### config.mk
export PLATFORM = sky130hd
export DESIGN_NAME = polynomial_evaluator_with_derivative_flat
export DESIGN_NICKNAME = d
export VERILOG_FILES = /design/src/design/hpe_pkg.sv /design/src/design/hpe_if.sv /design/src/design/hpe_mul.sv /design/src/design/polynomial_evaluator_with_derivative.sv /design/src/flat_wrapper.sv
export SDC_FILE = /design/constraint.sdc
export NUM_CORES = 2
export LEC_CHECK = 0
export ABC_AREA = 1
export BUFFER_PORTS_ARGS = -buffer_cell sky130_fd_sc_hd__buf_2
export CAP_MARGIN = 25
export CORE_MARGIN = 2
export CORE_UTILIZATION = 50
export DETAILED_ROUTE_END_ITERATION = 7
export MAX_ROUTING_LAYER = met4
export PLACE_DENSITY = 0.67
export SYNTH_ARGS = -nofsm -noshare
export SYNTH_HDL_FRONTEND = slang
export SYNTH_HIERARCHICAL = 1
export SYNTH_SLANG_ARGS = --single-unit
### constraint.sdc
create_clock -name i_clk -period 65.7 [get_ports i_clk]
set_input_delay 13.14 -clock i_clk [delete_from_list [all_inputs] [get_ports i_clk]]
set_output_delay 13.14 -clock i_clk [all_outputs]
set_load 0.05 [all_outputs]
### src/design/hpe_pkg.sv
// shared constants, codes and types of the polynomial evaluator
package hpe_pkg;

    localparam int MAX_DEGREE = 12;
    localparam int TABLE_SIZE = MAX_DEGREE + 1;
    localparam int DEG_W      = 4;
    localparam int COEF_W     = 32;
    localparam int X_W        = 32;
    localparam int ACC_W      = 64;
    localparam int K_W        = COEF_W + DEG_W + 1;
    localparam int FRAC_W     = 16;
    localparam int PROD_W     = ACC_W + X_W + 1;
    localparam int SUM_W      = PROD_W - FRAC_W;
    localparam int CNT_W      = $clog2(X_W);

    typedef enum logic [1:0] {
        CMD_SET_DEG = 2'd0,
        CMD_WRITE   = 2'd1,
        CMD_READ    = 2'd2,
        CMD_EVAL    = 2'd3
    } t_cmd;

    typedef enum logic [1:0] {
        ST_OK      = 2'd0,
        ST_BAD_DEG = 2'd1,
        ST_BAD_IDX = 2'd2,
        ST_SAT     = 2'd3
    } t_status;

    typedef struct packed {
        logic start;
        logic step;
        logic x_bit;
        logic neg;
    } t_mul_ctl;

endpackage

### src/design/hpe_if.sv
// valid/ready channel interfaces for command and result transactions
interface hpe_in_if;
    logic        valid;
    logic        ready;
    logic [1:0]  cmd;
    logic [3:0]  new_degree;
    logic [3:0]  coef_index;
    logic signed [31:0] coef_value;
    logic signed [31:0] point_x;

    modport source (output valid, cmd, new_degree, coef_index, coef_value, point_x,
                    input ready);
    modport sink   (input valid, cmd, new_degree, coef_index, coef_value, point_x,
                    output ready);
endinterface

interface hpe_out_if;
    logic        valid;
    logic        ready;
    logic signed [63:0] poly_value;
    logic signed [63:0] deriv_value;
    logic signed [31:0] coef_read;
    logic [3:0]  degree_now;
    logic [1:0]  status;

    modport source (output valid, poly_value, deriv_value, coef_read, degree_now, status,
                    input ready);
    modport sink   (input valid, poly_value, deriv_value, coef_read, degree_now, status,
                     output ready);
endinterface

### src/design/hpe_mul.sv
// bit-serial multiply by x followed by shift, add and saturate of one horner step
module hpe_mul
    import hpe_pkg::*;
(
    input  logic                    i_clk,
    input  t_mul_ctl                i_ctl,
    input  logic signed [ACC_W-1:0] i_acc,
    input  logic signed [K_W-1:0]   i_k,
    output logic signed [ACC_W-1:0] o_res,
    output logic                    o_sat
);

    logic signed [PROD_W-1:0] r_prod;
    logic signed [PROD_W-1:0] n_prod;
    logic signed [PROD_W-1:0] addend;
    logic signed [SUM_W-1:0]  sum;

    always_comb begin
        addend = '0;
        if (i_ctl.x_bit) begin
            addend = PROD_W'(i_acc) <<< X_W;
            if (i_ctl.neg) begin
                addend = -addend;
            end
        end
        n_prod = (r_prod + addend) >>> 1;
    end

    always_ff @(posedge i_clk) begin
        if (i_ctl.start) begin
            r_prod <= '0;
        end else if (i_ctl.step) begin
            r_prod <= n_prod;
        end
    end

    always_comb begin
        sum   = SUM_W'(r_prod >>> FRAC_W) + (SUM_W'(i_k) <<< FRAC_W);
        o_sat = (sum[SUM_W-1:ACC_W-1] != '0) && (sum[SUM_W-1:ACC_W-1] != '1);
        if (!o_sat) begin
            o_res = sum[ACC_W-1:0];
        end else if (sum[SUM_W-1]) begin
            o_res = {1'b1, {(ACC_W-1){1'b0}}};
        end else begin
            o_res = {1'b0, {(ACC_W-1){1'b1}}};
        end
    end

endmodule

### src/design/polynomial_evaluator_with_derivative.sv
// top level: coefficient table, command sequencer and two serial horner units
// Commands arrive on i_in (valid/ready); one result transaction per command
// leaves on o_out. Set degree, write and read go from acceptance through
// the done state to a valid result in the output register. Evaluate at
// degree d runs d horner steps, p(x) and p'(x) side by side; each step is
// a table read (S_LOAD), a bit-serial multiply by x over its 32 bits (one
// bit of x per cycle) and an add and saturate (S_FIN). The serial multiply
// over the bits of x takes most of the time of each step.
// One command is in flight at a time; i_in.ready is high while the
// sequencer is idle, also while a finished result still waits on o_out.
// If the receiver stalls, a second result waits in the sequencer until
// the output register frees, and no further command is taken meanwhile.
// Reset clears the table, the degree, and the output valid.
module polynomial_evaluator_with_derivative
    import hpe_pkg::*;
(
    input  logic      i_clk,
    input  logic      i_rst_n,
    hpe_in_if.sink    i_in,
    hpe_out_if.source o_out
);

    typedef enum logic [2:0] {S_IDLE, S_LOAD, S_MUL, S_FIN, S_DONE} t_state;

    t_state                  r_state;
    logic [COEF_W-1:0]       r_tab [TABLE_SIZE];
    logic [DEG_W-1:0]        r_deg;
    logic [DEG_W-1:0]        r_j;
    logic [CNT_W-1:0]        r_cnt;
    logic [X_W-1:0]          r_x;
    logic [X_W-1:0]          r_xs;
    logic signed [K_W-1:0]   r_kp;
    logic signed [K_W-1:0]   r_kd;
    logic signed [ACC_W-1:0] r_pacc;
    logic signed [ACC_W-1:0] r_dacc;
    logic signed [COEF_W-1:0] r_rd;
    t_status                 r_status;
    logic                    r_ov;
    logic signed [ACC_W-1:0] r_op;
    logic signed [ACC_W-1:0] r_od;
    logic signed [COEF_W-1:0] r_ord;
    logic [DEG_W-1:0]        r_odeg;
    t_status                 r_ost;

    logic                    in_acc;
    logic [DEG_W-1:0]        rd_addr;
    logic signed [COEF_W-1:0] rd_data;
    logic [DEG_W-1:0]        jm1;
    logic signed [K_W-1:0]   kd_new;
    t_mul_ctl                ctl;
    logic signed [ACC_W-1:0] p_res;
    logic signed [ACC_W-1:0] d_res;
    logic                    p_sat;
    logic                    d_sat;
    t_cmd                    cmd;

    assign cmd     = t_cmd'(i_in.cmd);
    assign in_acc  = i_in.valid && i_in.ready;
    assign i_in.ready = (r_state == S_IDLE);
    assign jm1     = r_j - 1'b1;

    always_comb begin
        if (r_state == S_IDLE) begin
            rd_addr = (cmd == CMD_READ) ? i_in.coef_index : r_deg;
        end else begin
            rd_addr = jm1;
        end
        rd_data = (rd_addr <= DEG_W'(MAX_DEGREE)) ? r_tab[rd_addr] : '0;
    end

    assign kd_new = K_W'(rd_data) * $signed({1'b0, jm1});

    always_comb begin
        ctl.start = (r_state == S_LOAD);
        ctl.step  = (r_state == S_MUL);
        ctl.x_bit = r_xs[0];
        ctl.neg   = (r_cnt == CNT_W'(X_W - 1));
    end

    hpe_mul u_pmul (
        .i_clk (i_clk),
        .i_ctl (ctl),
        .i_acc (r_pacc),
        .i_k   (r_kp),
        .o_res (p_res),
        .o_sat (p_sat)
    );

    hpe_mul u_dmul (
        .i_clk (i_clk),
        .i_ctl (ctl),
        .i_acc (r_dacc),
        .i_k   (r_kd),
        .o_res (d_res),
        .o_sat (d_sat)
    );

    always_ff @(posedge i_clk) begin
        if (!i_rst_n) begin
            r_state <= S_IDLE;
            r_deg   <= '0;
            r_ov    <= 1'b0;
            for (int i = 0; i < TABLE_SIZE; i++) begin
                r_tab[i] <= '0;
            end
        end else begin
            if (r_state == S_DONE && (!r_ov || o_out.ready)) begin
                r_ov <= 1'b1;
            end else if (o_out.ready) begin
                r_ov <= 1'b0;
            end
            case (r_state)
                S_IDLE: begin
                    if (in_acc) begin
                        r_pacc   <= '0;
                        r_dacc   <= '0;
                        r_rd     <= '0;
                        r_status <= ST_OK;
                        r_state  <= S_DONE;
                        case (cmd)
                            CMD_SET_DEG: begin
                                if (i_in.new_degree > DEG_W'(MAX_DEGREE)) begin
                                    r_status <= ST_BAD_DEG;
                                end else begin
                                    r_deg <= i_in.new_degree;
                                    for (int i = 0; i < TABLE_SIZE; i++) begin
                                        if (DEG_W'(i) > i_in.new_degree) begin
                                            r_tab[i] <= '0;
                                        end
                                    end
                                end
                            end
                            CMD_WRITE: begin
                                if (i_in.coef_index > DEG_W'(MAX_DEGREE)) begin
                                    r_status <= ST_BAD_IDX;
                                end else begin
                                    r_tab[i_in.coef_index] <= i_in.coef_value;
                                end
                            end
                            CMD_READ: begin
                                if (i_in.coef_index > DEG_W'(MAX_DEGREE)) begin
                                    r_status <= ST_BAD_IDX;
                                end else begin
                                    r_rd <= rd_data;
                                end
                            end
                            default: begin
                                r_x    <= i_in.point_x;
                                r_j    <= r_deg;
                                r_pacc <= ACC_W'(rd_data) <<< FRAC_W;
                                r_dacc <= (ACC_W'(rd_data) * $signed({1'b0, r_deg}))
                                          <<< FRAC_W;
                                if (r_deg != '0) begin
                                    r_state <= S_LOAD;
                                end
                            end
                        endcase
                    end
                end
                S_LOAD: begin
                    r_kp    <= K_W'(rd_data);
                    r_kd    <= kd_new;
                    r_xs    <= r_x;
                    r_cnt   <= '0;
                    r_state <= S_MUL;
                end
                S_MUL: begin
                    r_xs  <= r_xs >> 1;
                    r_cnt <= r_cnt + 1'b1;
                    if (r_cnt == CNT_W'(X_W - 1)) begin
                        r_state <= S_FIN;
                    end
                end
                S_FIN: begin
                    r_pacc <= p_res;
                    if (r_j >= DEG_W'(2)) begin
                        r_dacc <= d_res;
                    end
                    if (p_sat || (d_sat && r_j >= DEG_W'(2))) begin
                        r_status <= ST_SAT;
                    end
                    r_j     <= jm1;
                    r_state <= (jm1 == '0) ? S_DONE : S_LOAD;
                end
                S_DONE: begin
                    if (!r_ov || o_out.ready) begin
                        r_op    <= r_pacc;
                        r_od    <= r_dacc;
                        r_ord   <= r_rd;
                        r_odeg  <= r_deg;
                        r_ost   <= r_status;
                        r_state <= S_IDLE;
                    end
                end
                default: r_state <= S_IDLE;
            endcase
        end
    end

    assign o_out.valid       = r_ov;
    assign o_out.poly_value  = r_op;
    assign o_out.deriv_value = r_od;
    assign o_out.coef_read   = r_ord;
    assign o_out.degree_now  = r_odeg;
    assign o_out.status      = r_ost;

`ifndef ASSERT_OFF
    a_deg_range: assert property (@(posedge i_clk) disable iff (!i_rst_n)
        r_deg <= DEG_W'(MAX_DEGREE))
        else $error("degree register out of range");
    a_short_cmd: assert property (@(posedge i_clk) disable iff (!i_rst_n)
        in_acc && cmd != CMD_EVAL |=> r_state == S_DONE)
        else $error("short command did not finish in one cycle");
    a_sat_flag: assert property (@(posedge i_clk) disable iff (!i_rst_n)
        r_state == S_FIN && p_sat |=> r_status == ST_SAT)
        else $error("saturation not recorded");
    a_mul_len: assert property (@(posedge i_clk) disable iff (!i_rst_n)
        r_state == S_LOAD |=> r_state == S_MUL && r_cnt == '0)
        else $error("serial multiply did not start cleanly");
`endif

endmodule
### src/flat_wrapper.sv
// flat-port wrapper written by rule: the top's interface ports become plain ports
module polynomial_evaluator_with_derivative_flat import hpe_pkg::*;
  (i_clk, i_rst_n, i_in_valid, i_in_cmd, i_in_new_degree, i_in_coef_index, i_in_coef_value, i_in_point_x, i_in_ready, o_out_valid, o_out_poly_value, o_out_deriv_value, o_out_coef_read, o_out_degree_now, o_out_status, o_out_ready);
  hpe_in_if i_in_i ();
  hpe_out_if o_out_i ();
  input  logic i_clk;
  input  logic i_rst_n;
  input wire logic [$bits(i_in_i.valid)-1:0] i_in_valid;
  input wire logic [$bits(i_in_i.cmd)-1:0] i_in_cmd;
  input wire logic [$bits(i_in_i.new_degree)-1:0] i_in_new_degree;
  input wire logic [$bits(i_in_i.coef_index)-1:0] i_in_coef_index;
  input wire logic [$bits(i_in_i.coef_value)-1:0] i_in_coef_value;
  input wire logic [$bits(i_in_i.point_x)-1:0] i_in_point_x;
  output wire logic [$bits(i_in_i.ready)-1:0] i_in_ready;
  output wire logic [$bits(o_out_i.valid)-1:0] o_out_valid;
  output wire logic [$bits(o_out_i.poly_value)-1:0] o_out_poly_value;
  output wire logic [$bits(o_out_i.deriv_value)-1:0] o_out_deriv_value;
  output wire logic [$bits(o_out_i.coef_read)-1:0] o_out_coef_read;
  output wire logic [$bits(o_out_i.degree_now)-1:0] o_out_degree_now;
  output wire logic [$bits(o_out_i.status)-1:0] o_out_status;
  input wire logic [$bits(o_out_i.ready)-1:0] o_out_ready;
  assign i_in_i.valid = i_in_valid;
  assign i_in_i.cmd = i_in_cmd;
  assign i_in_i.new_degree = i_in_new_degree;
  assign i_in_i.coef_index = i_in_coef_index;
  assign i_in_i.coef_value = i_in_coef_value;
  assign i_in_i.point_x = i_in_point_x;
  assign i_in_ready = i_in_i.ready;
  assign o_out_valid = o_out_i.valid;
  assign o_out_poly_value = o_out_i.poly_value;
  assign o_out_deriv_value = o_out_i.deriv_value;
  assign o_out_coef_read = o_out_i.coef_read;
  assign o_out_degree_now = o_out_i.degree_now;
  assign o_out_status = o_out_i.status;
  assign o_out_i.ready = o_out_ready;
  polynomial_evaluator_with_derivative u_core (.i_clk(i_clk), .i_rst_n(i_rst_n), .i_in(i_in_i), .o_out(o_out_i));
endmodule
==> results.cfg <==
[worst_setup_path]
slowest_stage = buf_4
rr_worst_depth = 27
worstPathArrival_ns = 20.10
cp-start-kind = primary input
cp_slowest_stage_delay_ns = 0.80
critPathMostFrequentCell = nand2_1
regToRegStartpoint = u_core/r_deg[0]$_SDFFE_PN0P_
r2r-end = u_core/r_dacc[39]$_DFFE_PP_
critical_path_required_ns = 66.14
r2r_setup_slack_ns = 57.76
path_class = in -> reg
cp_max_fo = 93
cp-end-kind = flop

[placement]
place_congestion = 1.07
dp_hpwl_um = 217000
port_buffers = 245
pre_cts_ws_ns = 45.05

[floorplanning]
core_area_mm2 = 0.154
die_y_um = 396
initial_core_util = 0.502
ioPinCount = 246
die_w_um = 396
rows = 144
dieArea_mm2 = 0.157

[logic_synthesis]
synth_enable_flop_cells = 886
syn-cell-area_mm2 = 0.0770
ys_seq_area_frac = 0.389
netlist_instances = 10555
synth.avg_cell_area_um2 = 7.29
synth-async-reset-ratio = 0
yosysWarnings = 6
synthFlopType = edfxtp_1
syn-num-nets = 11178
ys_types = 64
ys_ff_latch = 1054

[sta]
clock.fmax_mhz = 50.9
finalCriticalPeriod_ns = 19.67
setup_viol = 0
finalCritPeriodShare = 0.299
tightest_slew_ns = 1.04
rsz0062_at_grt = false
setup_ws_ns = 46.03
slew_headroom = 0.306
drv_slew = 0
tns_ns = 0
final.setup_skew_ns = 0.116
finalHoldViolCount = 0

[clocking]
cts_tree = done
cts_buffers = 114
post_cts_buffers = 0
h-tree-depth = 3
clock_sinks = 1054
cts_hold_buffers = 0
cts.path.max_buffers = 3
clk_pin_slew_worst_paths_ns = 0.06
cts_root_buffer = clkbuf_16
clock_latency_ns = 0.81
cts_resized = 0

[power_and_ir_drop]
p_per_area_mw_per_mm2 = 40.0
p_leak_nw = 39.5
power.total_mw = 3.37
peakVddDrop_mv = 0.0303

[layout]
final_common_cell = nand2_1
regArea_mm2 = 0.0300
fillers = 14781
final_layout_size_suffix_gt1_frac = 0.0742
area_growth_pct = 9.28
nNetsFinal = 11303
multi_input_area_mm2 = 0.0397
mostFrequentLayoutCells = nand2_1, nor2_1, inv_1

[worst_hold_path]
hold_depth = 0
hp-start = u_core/r_rd[27]$_SDFFCE_PP0P_
holdPathEnd = u_core/o_out.coef_read[27]$_DFFE_PP_
hold_class = reg -> reg

[drt]
drtAntennaViolNets = 0
routed_wl_um = 285000
routed_via_density = 5.65
vias = 72508
drt_first_iter_violations = 8494
drtPass1Iterations = 6
wl_per_cell_um = 22.2
drc_errors = 0

[grt]
grt_max_degree = 108
grt-ovfl-total = 0
antenna_found_initial = 14
grt_pass1_vias = 67010
grt_usage = 0.365
grt_first_pass_wirelength_um = 418000

[status]
status = finished, final reports clean

[flow_run]
maxCapViolCount = 0
==> stage by stage <==
step,cell area (um2),util,std cells,hold WS [ns]
detailed placement,80100,0.522,12603,0.406
global placement,80000,0.521,12595,0.405
finish,84100,0.548,12825,0.422
floorplan,77000,-,10555,0.400
global route,84100,0.548,12824,0.425
CTS,84000,0.547,12813,0.420
==> state kept, by name, indices dropped and copies added (netlist names), 37 cells and up <==
register and count:
u_core/r_dacc 64, u_core/u_dmul/r_prod 80, u_core/o_out.deriv_value 64, u_core/o_out.poly_value 64, u_core/r_kd 37, u_core/u_pmul/r_prod 80
u_core/r_pacc 64, u_core/r_tab 416
==> Yosys cell counts (all sizes together) (3+ instances only) <==
cell type,instances,area share
a211oi,6,0.00058
a21boi,13,0.0013
a21o,46,0.0045
a21oi,501,0.033
a221oi,7,0.00080
a22o,3,0.00034
a31oi,70,0.0057
a41oi,3,0.00034
and3,23,0.0019
buf,120,0.010
clkbuf,201,0.0098
clkinv,15,0.00073
dfxtp,168,0.044
edfxtp,886,0.35
fa,134,0.035
ha,411,0.067
inv,1563,0.076
nand2,2852,0.14
nand3,541,0.036
nand3b,18,0.0018
nand4,52,0.0042
nor2,1827,0.091
nor3,140,0.010
nor3b,7,0.00075
nor4,42,0.0035
o211ai,27,0.0026
o21a,16,0.0016
o21ai,529,0.035
o21bai,40,0.0041
o221a,3,0.00044
o221ai,15,0.0017
o22ai,32,0.0026
o311ai,3,0.00034
o31ai,6,0.00058
or2,10,0.00081
xnor2,77,0.0088
xor2,139,0.016
==> metal layers <==
| layer | track usage | vias to the layer above | wire length [um] |
|---|---|---|---|
| met1 | 0.514 | 34248 | 124000 |
| met4 | 0.119 | 0 | 9800 |
| met3 | 0.0726 | 479 | 31600 |
| li1 | - | 34131 | - |
| met5 | - | - | 0 |
| met2 | 0.524 | 3650 | 119000 |
==> logic make-up (layout without fill, tap and decap cells) <==
kind of cell	after synthesis	in the layout	synth area share
flops	1054	1054	0.389
xor+xnor	216	216	0.0246
fa+ha+maj	545	545	0.102
simple gates	5517	5517	0.293
compound gates	1324	1324	0.0951
other cells	0	7	0
buf+inv	1899	2118	0.0969
==> worst max path at each step <==
stage | start | end | slack (ns)
finish | i_in_cmd[0] | u_core/r_dacc[42]$_DFFE_PP_ | 46.03
global route | i_in_cmd[0] | u_core/r_dacc[39]$_DFFE_PP_ | 45.53
CTS | i_in_cmd[0] | u_core/r_dacc[50]$_DFFE_PP_ | 45.81
detailed placement | i_in_cmd[0] | u_core/r_dacc[50]$_DFFE_PP_ | 45.05
global placement | i_in_cmd[0] | u_core/r_dacc[50]$_DFFE_PP_ | 45.11
floorplan | i_rst_n | u_core/o_out.coef_read[0]$_DFFE_PP_ | 35.41
==> worst max-delay path, delay by kind of cell <==
kind	cells	cell delay [ns]
fa+ha+maj	5	2.11
buf+inv	7	1.63
compound gates	4	0.65
simple gates	13	2.44
==> power breakdown <==
part	leakage [nW]	internal, mW	switching, mW
combinational	27.6	0.530	1.20
sequential	10.1	0.835	0.133
clock	1.86	0.374	0.290
total	39.5	1.74	1.63
==> final cells by class <==
class                   count  share of cell area
diodes                      7            0.000208
clock buffers             144              0.0361
clock inverters            66             0.00995
inverters                1578              0.0704
multi-input cells        7602               0.472
flip-flops and latches   1054               0.356
well taps                2044              0.0304
repair buffers            330              0.0246
(Power assumes the default switching activity.)
